<file path="src/rtl/x86_prefix_decoder_defines.svh">
// Assertion macros for the x86 prefix decoder.
// Used by the top level; no other dependencies.
`ifndef X86_PREFIX_DECODER_DEFINES_SVH
`define X86_PREFIX_DECODER_DEFINES_SVH

// a holds -> c holds in the same cycle
`define XPD_ASSERT_SAME(lbl, clk, rst_n, a, c) \
  lbl: assert property (@(posedge clk) disable iff (!rst_n) (a) |-> (c)) \
    else $error("xpd: same-cycle check failed");

// a holds -> c holds in the next cycle
`define XPD_ASSERT_NEXT(lbl, clk, rst_n, a, c) \
  lbl: assert property (@(posedge clk) disable iff (!rst_n) (a) |=> (c)) \
    else $error("xpd: next-cycle check failed");

`endif

</file>
<file path="src/rtl/xpd_pkg.sv">
// Package for the x86 prefix decoder: prefix byte codes, field codes,
// and the prefix state struct. No dependencies.
`default_nettype none
package xpd_pkg;

  localparam logic [7:0] BYTE_REP_MATCH  = 8'hF2;
  localparam logic [7:0] BYTE_PAIR_MASK  = 8'hFE;
  localparam logic [7:0] BYTE_ADDR_SIZE  = 8'h67;
  localparam logic [7:0] BYTE_OPND_SIZE  = 8'h66;
  localparam logic [7:0] BYTE_SEG_MASK   = 8'hE7;
  localparam logic [7:0] BYTE_SEG_MATCH  = 8'h26;
  localparam logic [7:0] BYTE_FS         = 8'h64;
  localparam logic [7:0] BYTE_LOCK       = 8'hF0;

  localparam logic [1:0] REP_NONE = 2'd0;
  localparam logic [1:0] REP_NZ   = 2'd1;
  localparam logic [1:0] REP_Z    = 2'd2;

  localparam logic [2:0] SEG_FS   = 3'd4;
  localparam logic [2:0] SEG_GS   = 3'd5;
  localparam logic [2:0] SEG_NONE = 3'd6;

  localparam logic [3:0] COUNT_MAX = 4'd15;

  localparam logic DEFAULT_SIZE_RESET = 1'b0;

  typedef struct packed {
    logic [1:0] rep;
    logic [2:0] seg;
    logic       addr32;
    logic       opnd32;
    logic       lock;
    logic [3:0] count;
  } pfx_state_t;

endpackage
`default_nettype wire

</file>
<file path="src/rtl/xpd_byte_if.sv">
// Request channels of the x86 prefix decoder: code bytes in, results out.
// Depends on nothing but the handshake convention valid/ready.
`default_nettype none
interface xpd_byte_if;
  logic       valid;
  logic       ready;
  logic [7:0] code_byte;

  modport source (output valid, output code_byte, input ready);
  modport sink   (input valid, input code_byte, output ready);
endinterface

interface xpd_result_if;
  logic       valid;
  logic       ready;
  logic       is_prefix;
  logic [7:0] opcode;
  logic [1:0] rep_mode;
  logic [2:0] segment_select;
  logic       address_32;
  logic       operand_32;
  logic       lock_seen;
  logic [3:0] prefix_count;

  modport source (output valid, output is_prefix, output opcode, output rep_mode,
                  output segment_select, output address_32, output operand_32,
                  output lock_seen, output prefix_count, input ready);
  modport sink   (input valid, input is_prefix, input opcode, input rep_mode,
                  input segment_select, input address_32, input operand_32,
                  input lock_seen, input prefix_count, output ready);
endinterface
`default_nettype wire

</file>
<file path="src/rtl/x86_prefix_decoder.sv">
// x86 prefix decoder, top level.
//
// in_ch  : code bytes, one request per byte, valid/ready.
// out_ch : one result request per byte: is_prefix, the opcode (0 for a
//          prefix) and the prefix state (repeat mode, segment, address and
//          operand size, lock, prefix count saturating at 15).
// cfg_wr_en / cfg_wr_data : writes default_size_32; write only when idle.
//
// A byte goes into an input register, is decoded against the prefix state
// and its result lands in the output register. One byte per cycle is
// sustained while out_ch takes each result; the prefix state update is a
// loop from the state register through the combinational decoder.
// Reset (synchronous, rst_n low) clears both stages, sets default_size_32
// to 0 and loads the default prefix state. When out_ch stalls, the result
// holds, the input stage keeps its byte and in_ch ready drops once both
// stages are full.
// Depends on xpd_pkg, xpd_byte_if, xpd_result_if, xpd_decode and
// x86_prefix_decoder_defines.svh.
`default_nettype none
`include "x86_prefix_decoder_defines.svh"
module x86_prefix_decoder (
  input  wire logic     clk,
  input  wire logic     rst_n,
  input  wire logic     cfg_wr_en,
  input  wire logic     cfg_wr_data,
  xpd_byte_if.sink      in_ch,
  xpd_result_if.source  out_ch
);
  import xpd_pkg::*;

  logic       dflt_size_r;
  logic       s1_valid_r;
  logic [7:0] s1_byte_r;
  pfx_state_t state_r;
  pfx_state_t state_nxt;
  pfx_state_t shown;
  logic       dec_is_prefix;
  logic       out_valid_r;
  logic       out_is_prefix_r;
  logic [7:0] out_opcode_r;
  pfx_state_t out_state_r;
  logic       advance;

  xpd_decode u_decode (
    .code_byte       (s1_byte_r),
    .default_size_32 (dflt_size_r),
    .cur             (state_r),
    .is_prefix       (dec_is_prefix),
    .shown           (shown),
    .nxt             (state_nxt)
  );

  assign advance     = s1_valid_r && (!out_valid_r || out_ch.ready);
  assign in_ch.ready = !s1_valid_r || advance;

  always_ff @(posedge clk) begin
    if (!rst_n) begin
      dflt_size_r    <= DEFAULT_SIZE_RESET;
      s1_valid_r     <= 1'b0;
      out_valid_r    <= 1'b0;
      state_r.rep    <= REP_NONE;
      state_r.seg    <= SEG_NONE;
      state_r.addr32 <= DEFAULT_SIZE_RESET;
      state_r.opnd32 <= DEFAULT_SIZE_RESET;
      state_r.lock   <= 1'b0;
      state_r.count  <= '0;
    end else begin
      if (cfg_wr_en) begin
        dflt_size_r <= cfg_wr_data;
        if (state_r.count == '0) begin
          state_r.addr32 <= cfg_wr_data;
          state_r.opnd32 <= cfg_wr_data;
        end
      end
      if (in_ch.ready) begin
        s1_valid_r <= in_ch.valid;
      end
      if (advance) begin
        state_r     <= state_nxt;
        out_valid_r <= 1'b1;
      end else if (out_ch.ready) begin
        out_valid_r <= 1'b0;
      end
    end
  end

  always_ff @(posedge clk) begin
    if (in_ch.ready && in_ch.valid) begin
      s1_byte_r <= in_ch.code_byte;
    end
    if (advance) begin
      out_is_prefix_r <= dec_is_prefix;
      out_opcode_r    <= dec_is_prefix ? 8'h00 : s1_byte_r;
      out_state_r     <= shown;
    end
  end

  assign out_ch.valid          = out_valid_r;
  assign out_ch.is_prefix      = out_is_prefix_r;
  assign out_ch.opcode         = out_opcode_r;
  assign out_ch.rep_mode       = out_state_r.rep;
  assign out_ch.segment_select = out_state_r.seg;
  assign out_ch.address_32     = out_state_r.addr32;
  assign out_ch.operand_32     = out_state_r.opnd32;
  assign out_ch.lock_seen      = out_state_r.lock;
  assign out_ch.prefix_count   = out_state_r.count;

  `XPD_ASSERT_SAME(a_prefix_has_count, clk, rst_n,
    out_valid_r && out_is_prefix_r, out_state_r.count != '0 && out_opcode_r == 8'h00)
  `XPD_ASSERT_SAME(a_codes_legal, clk, rst_n,
    out_valid_r, out_state_r.rep != 2'd3 && out_state_r.seg != 3'd7)
  `XPD_ASSERT_NEXT(a_stage_held, clk, rst_n,
    s1_valid_r && out_valid_r && !out_ch.ready, s1_valid_r && $stable(s1_byte_r))
  `XPD_ASSERT_NEXT(a_opcode_resets_state, clk, rst_n,
    advance && !dec_is_prefix, state_r.count == '0 && state_r.lock == 1'b0)

endmodule
`default_nettype wire

</file>
<file path="src/rtl/xpd_decode.sv">
// Combinational prefix decode: classifies one byte, computes the result
// state and the next prefix state. Depends on xpd_pkg.
`default_nettype none
module xpd_decode (
  input  wire logic [7:0]         code_byte,
  input  wire logic               default_size_32,
  input  wire xpd_pkg::pfx_state_t cur,
  output logic                    is_prefix,
  output xpd_pkg::pfx_state_t     shown,
  output xpd_pkg::pfx_state_t     nxt
);
  import xpd_pkg::*;

  pfx_state_t upd;
  pfx_state_t dflt;

  always_comb begin
    upd       = cur;
    is_prefix = 1'b1;
    priority if ((code_byte & BYTE_PAIR_MASK) == BYTE_REP_MATCH) begin
      upd.rep = code_byte[0] ? REP_Z : REP_NZ;
    end else if (code_byte == BYTE_ADDR_SIZE) begin
      upd.addr32 = ~cur.addr32;
    end else if (code_byte == BYTE_OPND_SIZE) begin
      upd.opnd32 = ~cur.opnd32;
    end else if ((code_byte & BYTE_SEG_MASK) == BYTE_SEG_MATCH) begin
      upd.seg = {1'b0, code_byte[4:3]};
    end else if ((code_byte & BYTE_PAIR_MASK) == BYTE_FS) begin
      upd.seg = (code_byte == BYTE_FS) ? SEG_FS : SEG_GS;
    end else if (code_byte == BYTE_LOCK) begin
      upd.lock = 1'b1;
    end else begin
      is_prefix = 1'b0;
    end
    if (cur.count != COUNT_MAX) begin
      upd.count = cur.count + 4'd1;
    end
  end

  always_comb begin
    dflt.rep    = REP_NONE;
    dflt.seg    = SEG_NONE;
    dflt.addr32 = default_size_32;
    dflt.opnd32 = default_size_32;
    dflt.lock   = 1'b0;
    dflt.count  = '0;
  end

  assign shown = is_prefix ? upd : cur;
  assign nxt   = is_prefix ? upd : dflt;

endmodule
`default_nettype wire
</file>
<file path="src/flat_wrapper.sv">
// flat-port wrapper written by rule: the top's interface ports become plain ports
module x86_prefix_decoder_flat import xpd_pkg::*;
  (clk, rst_n, cfg_wr_en, cfg_wr_data, in_ch_valid, in_ch_code_byte, in_ch_ready, out_ch_valid, out_ch_is_prefix, out_ch_opcode, out_ch_rep_mode, out_ch_segment_select, out_ch_address_32, out_ch_operand_32, out_ch_lock_seen, out_ch_prefix_count, out_ch_ready);
  xpd_byte_if in_ch_i ();
  xpd_result_if out_ch_i ();
  input  wire logic clk;
  input  wire logic rst_n;
  input  wire logic cfg_wr_en;
  input  wire logic cfg_wr_data;
  input wire logic [$bits(in_ch_i.valid)-1:0] in_ch_valid;
  input wire logic [$bits(in_ch_i.code_byte)-1:0] in_ch_code_byte;
  output wire logic [$bits(in_ch_i.ready)-1:0] in_ch_ready;
  output wire logic [$bits(out_ch_i.valid)-1:0] out_ch_valid;
  output wire logic [$bits(out_ch_i.is_prefix)-1:0] out_ch_is_prefix;
  output wire logic [$bits(out_ch_i.opcode)-1:0] out_ch_opcode;
  output wire logic [$bits(out_ch_i.rep_mode)-1:0] out_ch_rep_mode;
  output wire logic [$bits(out_ch_i.segment_select)-1:0] out_ch_segment_select;
  output wire logic [$bits(out_ch_i.address_32)-1:0] out_ch_address_32;
  output wire logic [$bits(out_ch_i.operand_32)-1:0] out_ch_operand_32;
  output wire logic [$bits(out_ch_i.lock_seen)-1:0] out_ch_lock_seen;
  output wire logic [$bits(out_ch_i.prefix_count)-1:0] out_ch_prefix_count;
  input wire logic [$bits(out_ch_i.ready)-1:0] out_ch_ready;
  assign in_ch_i.valid = in_ch_valid;
  assign in_ch_i.code_byte = in_ch_code_byte;
  assign in_ch_ready = in_ch_i.ready;
  assign out_ch_valid = out_ch_i.valid;
  assign out_ch_is_prefix = out_ch_i.is_prefix;
  assign out_ch_opcode = out_ch_i.opcode;
  assign out_ch_rep_mode = out_ch_i.rep_mode;
  assign out_ch_segment_select = out_ch_i.segment_select;
  assign out_ch_address_32 = out_ch_i.address_32;
  assign out_ch_operand_32 = out_ch_i.operand_32;
  assign out_ch_lock_seen = out_ch_i.lock_seen;
  assign out_ch_prefix_count = out_ch_i.prefix_count;
  assign out_ch_i.ready = out_ch_ready;
  x86_prefix_decoder u_core (.clk(clk), .rst_n(rst_n), .cfg_wr_en(cfg_wr_en), .cfg_wr_data(cfg_wr_data), .in_ch(in_ch_i), .out_ch(out_ch_i));
endmodule
</file>
<file path="config.mk">
export PLATFORM = sky130hd
export DESIGN_NAME = x86_prefix_decoder_flat
export DESIGN_NICKNAME = d
export VERILOG_FILES = /design/src/rtl/xpd_pkg.sv /design/src/rtl/xpd_byte_if.sv /design/src/rtl/x86_prefix_decoder.sv /design/src/rtl/xpd_decode.sv /design/src/flat_wrapper.sv
export VERILOG_INCLUDE_DIRS = /design/src /design/src/rtl
export SDC_FILE = /design/constraint.sdc
export NUM_CORES = 1
export LEC_CHECK = 0
export ABC_AREA = 1
export BUFFER_PORTS_ARGS = -buffer_cell sky130_fd_sc_hd__buf_2
export CAP_MARGIN = 30
export CORE_UTILIZATION = 45
export CTS_CLUSTER_SIZE = 8
export DETAILED_ROUTE_END_ITERATION = 6
export PLACE_DENSITY_LB_ADDON = 0.12
export SKIP_LAST_GASP = 1
export SYNTH_ARGS = -nofsm -noshare
export SYNTH_HDL_FRONTEND = slang
export SYNTH_SLANG_ARGS = --single-unit
</file>
<file path="constraint.sdc">
create_clock -name clk -period 1.45 [get_ports clk]
set_input_delay 0.2175 -clock clk [delete_from_list [all_inputs] [get_ports clk]]
set_output_delay 0.2175 -clock clk [all_outputs]
set_load 0.01 [all_outputs]
</file>
== Word-level counts from Yosys, hierarchy flattened ==
Cells that the tools add are included.

* Flip-flop bits (word level): 44
* Input port bits: 14
* Output and inout bits: 23
* Word-level logic and storage cells: 69

* $add $sub $neg: 1
* Equal/unequal tests: 8
* Muxes and demuxes: 29
* Bitwise operators: 2
* Reductions and logical operators: 11

{| class="wikitable"
|+ Operators by type and width
! kind !! count
|-
| $eq A8 B7 Y1 const B || 3
|-
| $mux W12 || 2
|-
| $mux W1 || 15
|-
| $mux W3 || 4
|-
| $mux W2 || 5
|-
| $eq A8 B8 Y1 const B || 1
|-
| $eq A7 B6 Y1 const B || 1
|-
| $eq A7 B7 Y1 const B || 1
|-
| $mux W7 || 1
|-
| $eq A6 B4 Y1 const B || 1
|-
| $mux W6 || 1
|-
| $reduce_bool A2 Y1 || 3
|-
| $add A4 B1 Y4 const B || 1
|-
| $logic_not A4 Y1 || 1
|-
| $mux W4 || 1
|-
| $ne A4 B4 Y1 const B || 1
|-
| $logic_and A1 B1 Y1 || 2
|-
| $logic_not A1 Y1 || 2
|-
| $logic_or A1 B1 Y1 || 2
|-
| $not A1 Y1 || 2
|-
| $reduce_and A2 Y1 || 1
|}

== Logic depth before layout (Yosys ltp) ==
Gate-level depths: netlist of the first run.

* Word-level depth: 9
* Gate-level depth with buffers: 11
* Gate-level depth less buffers: 11

== Cells and area by module ==
From an unflattened synthesis of the first run, not the netlist that was laid out.

* Cells, all modules: 236
* Area, all modules: 2090.8 µm²

{| class="wikitable"
|+ Modules (own cells, without submodules)
! module !! times used !! cells each !! area each (µm²)
|-
| x86_prefix_decoder || 1 || 130 || 1544.0
|-
| xpd_decode || 1 || 106 || 546.8
|}

== Least setup slack after synthesis of the first run ==
Ideal clock, no wire load.

* Kind: reg-to-reg
* From: reg u_core.s1_byte_r[6]
* To: reg u_core.out_state_r (netlist bit u_core.out_ch.prefix_count[0]) (data pin)
* Setup time: 0.254 ns
* Arrival time: 1.247 ns
* Required time: 1.196 ns
* Slack: -0.051 ns
* Cell stages (with the launch flop): 10
* Buffers on the path: 1
* Path through: edfxtp_1 nand2_2 inv_2 nand3_1 nor2_1 nor2_1 nand2_4 buf_12 nand2_2 o21ai_2

{| class="wikitable"
|+ RTL lines
! what !! RTL line !! RTL
|-
| from (decl) || x86_prefix_decoder.sv:33 || <nowiki>logic [7:0] s1_byte_r;</nowiki>
|-
| from (signal assigned) || x86_prefix_decoder.sv:89 || <nowiki>s1_byte_r <= in_ch.code_byte;</nowiki>
|-
| to (signal assigned) || x86_prefix_decoder.sv:94 || <nowiki>out_state_r <= shown;</nowiki>
|-
| to (decl) || x86_prefix_decoder.sv:41 || <nowiki>pfx_state_t out_state_r;</nowiki>
|}

==> results of run 1 <==
[sequential cells by signal, indices dropped and copies added, names as in the netlist]
signal,count
u_core.out_ch.lock_seen,1
u_core.dflt_size_r,1
u_core.s1_valid_r,1
u_core.s1_byte_r,8
u_core.state_r,12
u_core.out_ch.segment_select,3
u_core.out_ch.valid,1
u_core.out_ch.prefix_count,4
u_core.out_ch.rep_mode,2
u_core.out_ch.operand_32,1
u_core.out_ch.is_prefix,1
u_core.out_ch.opcode,8
u_core.out_ch.address_32,1
[cell usage in the layout (no fill, tap or decap), types with 2 or more instances in the layout]
master,n
nand2_4,3
buf_6,2
a21oi_1,8
dfxtp_1,15
a21oi_2,7
buf_4,35
nor2_2,4
ha_1,2
nand2_1,23
inv_2,6
edfxtp_1,29
buf_2,36
nor2_4,5
o21ai_1,3
clkbuf_8,5
o211ai_1,3
nand3_2,6
inv_1,18
o21ai_0,12
nor2_1,12
buf_12,4
o21ai_2,6
nand4_1,2
nand2_2,12
nand3_1,5
[report_power, final]
group	total, mW	internal (mW)	switching [mW]
clock network	0.906	0.511	0.395
logic	0.347	0.157	0.189
registers	1.45	1.42	0.0389
total	2.71	2.08	0.623
[kinds of logic (layout without fill, tap and decap cells)]
kind of cell               count (synthesis)  count (layout)  share of synthesized area, %
AOI/OAI and AO/OA                         41              41                          13.1
xor gates and xnor gates                   1               1                         0.443
adders and majority gates                  2               2                          1.27
buffers and inverters                     29             109                          6.77
DFF                                       44              44                          59.2
and+or+nand+nor                           75              76                          19.2
[per-stage QoR]
stage / utilization (%) / power, mW / TNS [ns] / worst slack (ns)
after detailed placement: 58.5 / 1.78 / -2.41 / -0.150
after global routing: 66.3 / 2.82 / -4.15 / -0.224
after floorplan: - / 1.65 / -0.123 / -0.0210
final: 66.3 / 2.71 / -2.36 / -0.157
after global placement: 58.5 / 1.77 / -1.66 / -0.114
after CTS: 64.9 / 2.72 / -1.35 / -0.105
[cell type report]
class	instances	share of cell area (%)
Timing Repair Buffer	77	20.0
Clock buffer	6	2.66
Inverter	24	3.30
Sequential cell	44	42.9
Tap cell	50	2.29
Multi-Input combinational cell	120	27.6
Clock inverter	2	1.28
[worst min-delay path by stage]
stage | startpoint | endpoint | slack (ns) | depth (start not counted)
finish | in_ch_code_byte[1] | u_core.s1_byte_r[1]$_DFFE_PP_ | 0.10 | 1
global route | in_ch_code_byte[3] | u_core.s1_byte_r[3]$_DFFE_PP_ | 0.09 | 1
CTS | in_ch_code_byte[7] | u_core.s1_byte_r[7]$_DFFE_PP_ | 0.09 | 1
detailed placement | in_ch_code_byte[1] | u_core.s1_byte_r[1]$_DFFE_PP_ | 0.40 | 1
global placement | in_ch_code_byte[5] | u_core.s1_byte_r[5]$_DFFE_PP_ | 0.39 | 1
floorplan | cfg_wr_en | u_core.dflt_size_r$_SDFFE_PN0P_ | 0.31 | 1
[critical path, delay by kind of cell, from the launching register on]
kind / cells / cell delay, ns
simple gates: 7 / 0.63
flops: 1 / 0.42
buf+inv: 2 / 0.27
compound gates: 1 / 0.05
[per-layer routing]
layer / vias up / global-route usage (%)
met3: 6 / 4.17
li1: 805 / -
met2: 45 / 32.1
met5: - / 0
met4: 0 / 8.85
met1: 743 / 23.7
[repair_timing]
action	4_1_cts	5_1_grt
resized for setup	18	9
buffers inserted	12	4
setup endpoints to repair	25	32
cloned	1	0
pin swaps	6	5
==> run summary, run 1 <==
Avg Vias per Cell - 4.95
Min-Delay Path Class - input pin to flop
failing checks - negative setup slack
Fill cells - 320
cells on worst reg2reg path - 10
DIE AREA - 4660 um2
share of cells above drive strength 1 - 49.8%
placed cell count - 298
core footprint - 4120 um2
fin crit share - 111%
TritonCTS clock tree - yes
fin cells - 323
Num CTS Buffers - 5
Die H - 68.3 um
#FFs+latches synth - 44
total grt overflow - 0
Critical Path AT - 1.66 ns
Clock Root Buffer - clkbuf_8
Setup Skew - 0.00780 ns
Post-DP Area - 2410 um2
num ports - 37
Crit Path Class - flop to flop
Skew-Pair Late Insertion Delay - 0.29 ns
clk sinks - 44
Ant. Diodes - 0
DPL Wire Length - 2660 um
Mapped Cells - 192
initial antenna violation count - 0
htree depth - 2
worst hold slack - 0.100 ns
Slew Limit Fails - 0
Starting DRT DRC Count - 159
row count - 23
Die W - 68.3 um
outcome - finished, violations left
maximum clock rate - 0.622 GHz
reg2reg end - u_core.out_ch.prefix_count[3]$_DFFE_PP_
final setup margin - -0.157 ns
top cell type's share of synthesized area - 44.1%
number of flops mapped to enable cells by yosys - 29
RSZ-0062 raised after global routing - yes
Layout area overhead - 38.1%
fraction of registers with async set/reset - 0%
Total Wirelength - 4110 um
static leakage - 1.19 nW
Req. time, crit path - 1.50 ns
ANT nets after route - 0
Post-Syn Nets - 208
Period minus WS final - 1.61 ns
Slew headroom - 76.6%
drt pass-1 iters - 4
uppermost routed layer - met4
synthesized cell area - 1980 um2
final setup violation count - 25
gpl congestion - 0.813
flop-to-flop setup slack - -0.16 ns
number of global-route vias before repair - 1,478
# hold bufs at CTS - 0
drt drc - 0
Max Root-Sink Buffers - 2
dominant synthesized flop cell - edfxtp_1
Crit-path slowest cell - edfxtp_1
Initial Util - 48.0%
area of the multi-input gates - 753 um2
Worst Setup Start Kind - flop
vias after detailed routing - 1,599
routed metal-1 wirelength - 1810 um
first-pass GRT wire length - 6490 um
Top cell by count, worst path - nand2_2
Crit. End Element - flop
MaxCap Viol Count - 0
Least-Margin Pin Slew - 0.347 ns
top post-synthesis cells by count - edfxtp_1, nand2_1, inv_1, nor2_1, o21ai_0
final number of hold-violating endpoints - 0
crit-path cells - nand2_2 -> buf_12 -> nor2_4 -> nand2_2 -> nand2_2 -> nor2_4 -> nand2_4 -> buf_12 -> nand2_4 -> o21ai_2
most frequent cell after synthesis - edfxtp_1
Worst Setup EP - u_core.out_ch.prefix_count[3]$_DFFE_PP_
met2 WL - 2030 um
crit-path max FO - 6
crit path from - u_core.s1_byte_r[6]$_DFFE_PP_
synth top area cells - edfxtp_1, dfxtp_1, nand2_1, inv_1, o21ai_0
warning count from the yosys run - 0
Sequential cell area - 1170 um2
clk slew on worst S/H paths - 0.08 ns
worst vdd rail ir drop - 0.608 mV
I/O Buffers - 36
Distinct cells, synth - 29
biggest cell delay along the critical path - 0.42 ns
Nets - 288
Worst R2R Start - u_core.s1_byte_r[6]$_DFFE_PP_
Tot GR Track Use - 19.3%
cell area after layout - 2730 um2
register area share after synthesis - 59.2%
metal3 WL - 219 um
Mean Syn Cell Area - 10.3 um2
pwr dens - 992 nW/um2
largest net degree at the start of global routing - 42
average wire per standard cell - 12.7 um
area leader, netlist - edfxtp_1
(Power assumes the default switching activity.)
==> inputs of run 2 (changes only) <==
Settings changed: BUFFER_PORTS_ARGS -buffer_cell sky130_fd_sc_hd__buf_2 to unset, DONT_BUFFER_PORTS set to 1.
==> run summary, run 2 (synthesized netlist as in run 1, its figures left out) <==
pwr dens - 990 nW/um2 (-0.17%)
I/O Buffers - 0 (-100%)
RSZ-0062 raised after global routing - yes
clk sinks - 44 (unchanged)
largest net degree at the start of global routing - 29 (-31%)
Req. time, crit path - 1.51 ns (about the same)
final setup margin - -0.134 ns (+0.0229 ns)
outcome - finished, violations left
Crit Path Class - flop to flop
Slew Limit Fails - 0 (unchanged)
MaxCap Viol Count - 0 (unchanged)
gpl congestion - 0.830 (+2.0%)
Largest register FFs - 12 (unchanged)
cell area after layout - 2550 um2 (-6.5%)
fin crit share - 109% (-1.6 points)
Layout area overhead - 29.2%
Avg Vias per Cell - 5.12 (+3.4%)
Ant. Diodes - 0 (unchanged)
TritonCTS clock tree - yes
post-place setup slack - -0.169 ns (-0.0191 ns)
static leakage - 1.06 nW (-11%)
Biggest register - u_core.state_r
Least-Margin Pin Slew - 0.330 ns (-0.0163 ns)
Clock Root Buffer - clkbuf_8
row count - 23 (unchanged)
total grt overflow - 0 (unchanged)
htree depth - 2 (unchanged)
WHS Path Cells - 1 (unchanged)
DPL Wire Length - 2660 um (-0.20%)
worst vdd rail ir drop - 0.708 mV (+16%)
Num CTS Buffers - 5 (unchanged)
ANT nets after route - 0 (unchanged)
Fill cells - 345 (+7.8%)
maximum clock rate - 0.631 GHz (+1.4%)
Critical Path AT - 1.64 ns (-0.02 ns)
Worst R2R Start - u_core.s1_byte_r[1]$_DFFE_PP_
Final TNS setup - -2.21 ns (+0.147 ns)
Die W - 68.3 um (unchanged)
clk slew on worst S/H paths - 0.08 ns (about the same)
Worst Setup Start Kind - flop
final number of hold-violating endpoints - 0 (unchanged)
Min-Delay Path Class - input pin to flop
drt pass-1 iters - 4 (unchanged)
number of global-route vias before repair - 1,372 (-7.2%)
num ports - 37 (unchanged)
Period minus WS final - 1.58 ns (-0.0229 ns)
drt drc - 0 (unchanged)
core footprint - 4120 um2 (unchanged)
reg2reg end - u_core.out_ch.prefix_count[0]$_DFFE_PP_
initial antenna violation count - 0 (unchanged)
Crit. End Element - flop
Nets - 252 (-13%)
first-pass GRT wire length - 6380 um (-1.8%)
DIE AREA - 4660 um2 (unchanged)
Setup Skew - 0.00711 ns (-0.000692 ns)
final setup violation count - 27 (+8.0%)
Tot GR Track Use - 18.9% (-0.38 points)
worst hold slack - 0.00876 ns (-0.0915 ns)
commonest non-fill, non-tap cells in the layout - buf_4, edfxtp_1, nand2_1
most common cell after layout, fill and taps aside - buf_4
Post-DP Area - 2230 um2 (-7.3%)
Initial Util - 48.0% (unchanged)
vias after detailed routing - 1,469 (-8.1%)
Die H - 68.3 um (unchanged)
Starting DRT DRC Count - 90 (-43%)
failing checks - negative setup slack
Skew-Pair Late Insertion Delay - 0.29 ns (about the same)
cells on worst reg2reg path - 9 (-1)
Max Root-Sink Buffers - 2 (unchanged)
hold path startpoint - cfg_wr_en
share of cells above drive strength 1 - 43.5% (-6.4 points)
flop-to-flop setup slack - -0.13 ns (+0.02 ns)
crit-path max FO - 7 (+1)
Total Wirelength - 4020 um (-2.0%)
Power, Total - 2.53 mW (-6.6%)
average wire per standard cell - 14.0 um (+10%)
Slew headroom - 77.7% (+1.1 points)
WHS Endpoint - u_core.dflt_size_r$_SDFFE_PN0P_
run 2: cell count changes in the layout (fill, tap and decap cells not counted), moves of 2 or more:
cell / delta
buf_2: -36
nand2_1: -2
buf_12: -3
o21ai_1: -2
o21ai_0: +2
buf_4: -2
buf_6: +5
nand2_4: +3
run 2: metal layers:
layer / routed length [um] / track usage (%)
met1: 1820 / 25.5
met2: 1950 / 28.3
met3: 201 / 5.67
met4: 53 / 7.03
met5: 0 / 0
run 2: power by group:
part / leakage (nW) / total, mW / switching, mW / internal [mW]
clock network: 0.0510 / 0.778 / 0.398 / 0.380
registers: 0.396 / 1.48 / 0.0629 / 1.42
logic: 0.614 / 0.269 / 0.151 / 0.118
total: 1.06 / 2.53 / 0.612 / 1.92
run 2: layout make-up:
cell class	count	area, um2	area share, %
inverter	24	90.1	3.53
sequential	44	1170	45.9
tap	50	62.6	2.45
timing repair buffer	41	347	13.6
clock buffer	6	82.6	3.23
multi-input combinational	120	791	31.0
clock inverter	2	10.0	0.392
run 2: through the flow:
| step | cells | utilization [%] |
|---|---|---|
| floorplan | 192 | - |
| global placement | 266 | 54.3 |
| detailed placement | 266 | 54.3 |
| CTS | 286 | 59.8 |
| global route | 287 | 62.1 |
| finish | 287 | 62.1 |
run 2: worst max-delay path by stage:
stage	start	slack (ns)	end
2_1_floorplan	u_core.s1_byte_r[2]$_DFFE_PP_	-0.02	u_core.out_ch.operand_32$_DFFE_PP_
3_3_place_gp	u_core.s1_byte_r[2]$_DFFE_PP_	-0.12	u_core.out_ch.operand_32$_DFFE_PP_
3_5_place_dp	u_core.s1_byte_r[2]$_DFFE_PP_	-0.17	u_core.out_ch.operand_32$_DFFE_PP_
4_1_cts	u_core.s1_byte_r[4]$_DFFE_PP_	-0.13	u_core.out_ch.prefix_count[0]$_DFFE_PP_
5_1_grt	u_core.s1_byte_r[4]$_DFFE_PP_	-0.24	u_core.out_ch.prefix_count[1]$_DFFE_PP_
6_report	u_core.s1_byte_r[1]$_DFFE_PP_	-0.13	u_core.out_ch.prefix_count[0]$_DFFE_PP_
run 2: critical path, cell delays in order (launching register included):
cell	delay [ns]
edfxtp_1	0.48
nand2_2	0.12
nor2_2	0.05
nand2_2	0.09
nand2_4	0.07
nor2_4	0.16
nand2_4	0.12
buf_6	0.15
nand2_4	0.06
o21ai_2	0.05
run 2: timing repair:
| action | in CTS | in global routing |
|---|---|---|
| setup buffers | 11 | 3 |
| gates cloned | 1 | 0 |
| gates resized for setup | 15 | 22 |
| hold buffers | 0 | 0 |
| setup endpoints to repair | 25 | 32 |
| pin swaps | 13 | 13 |
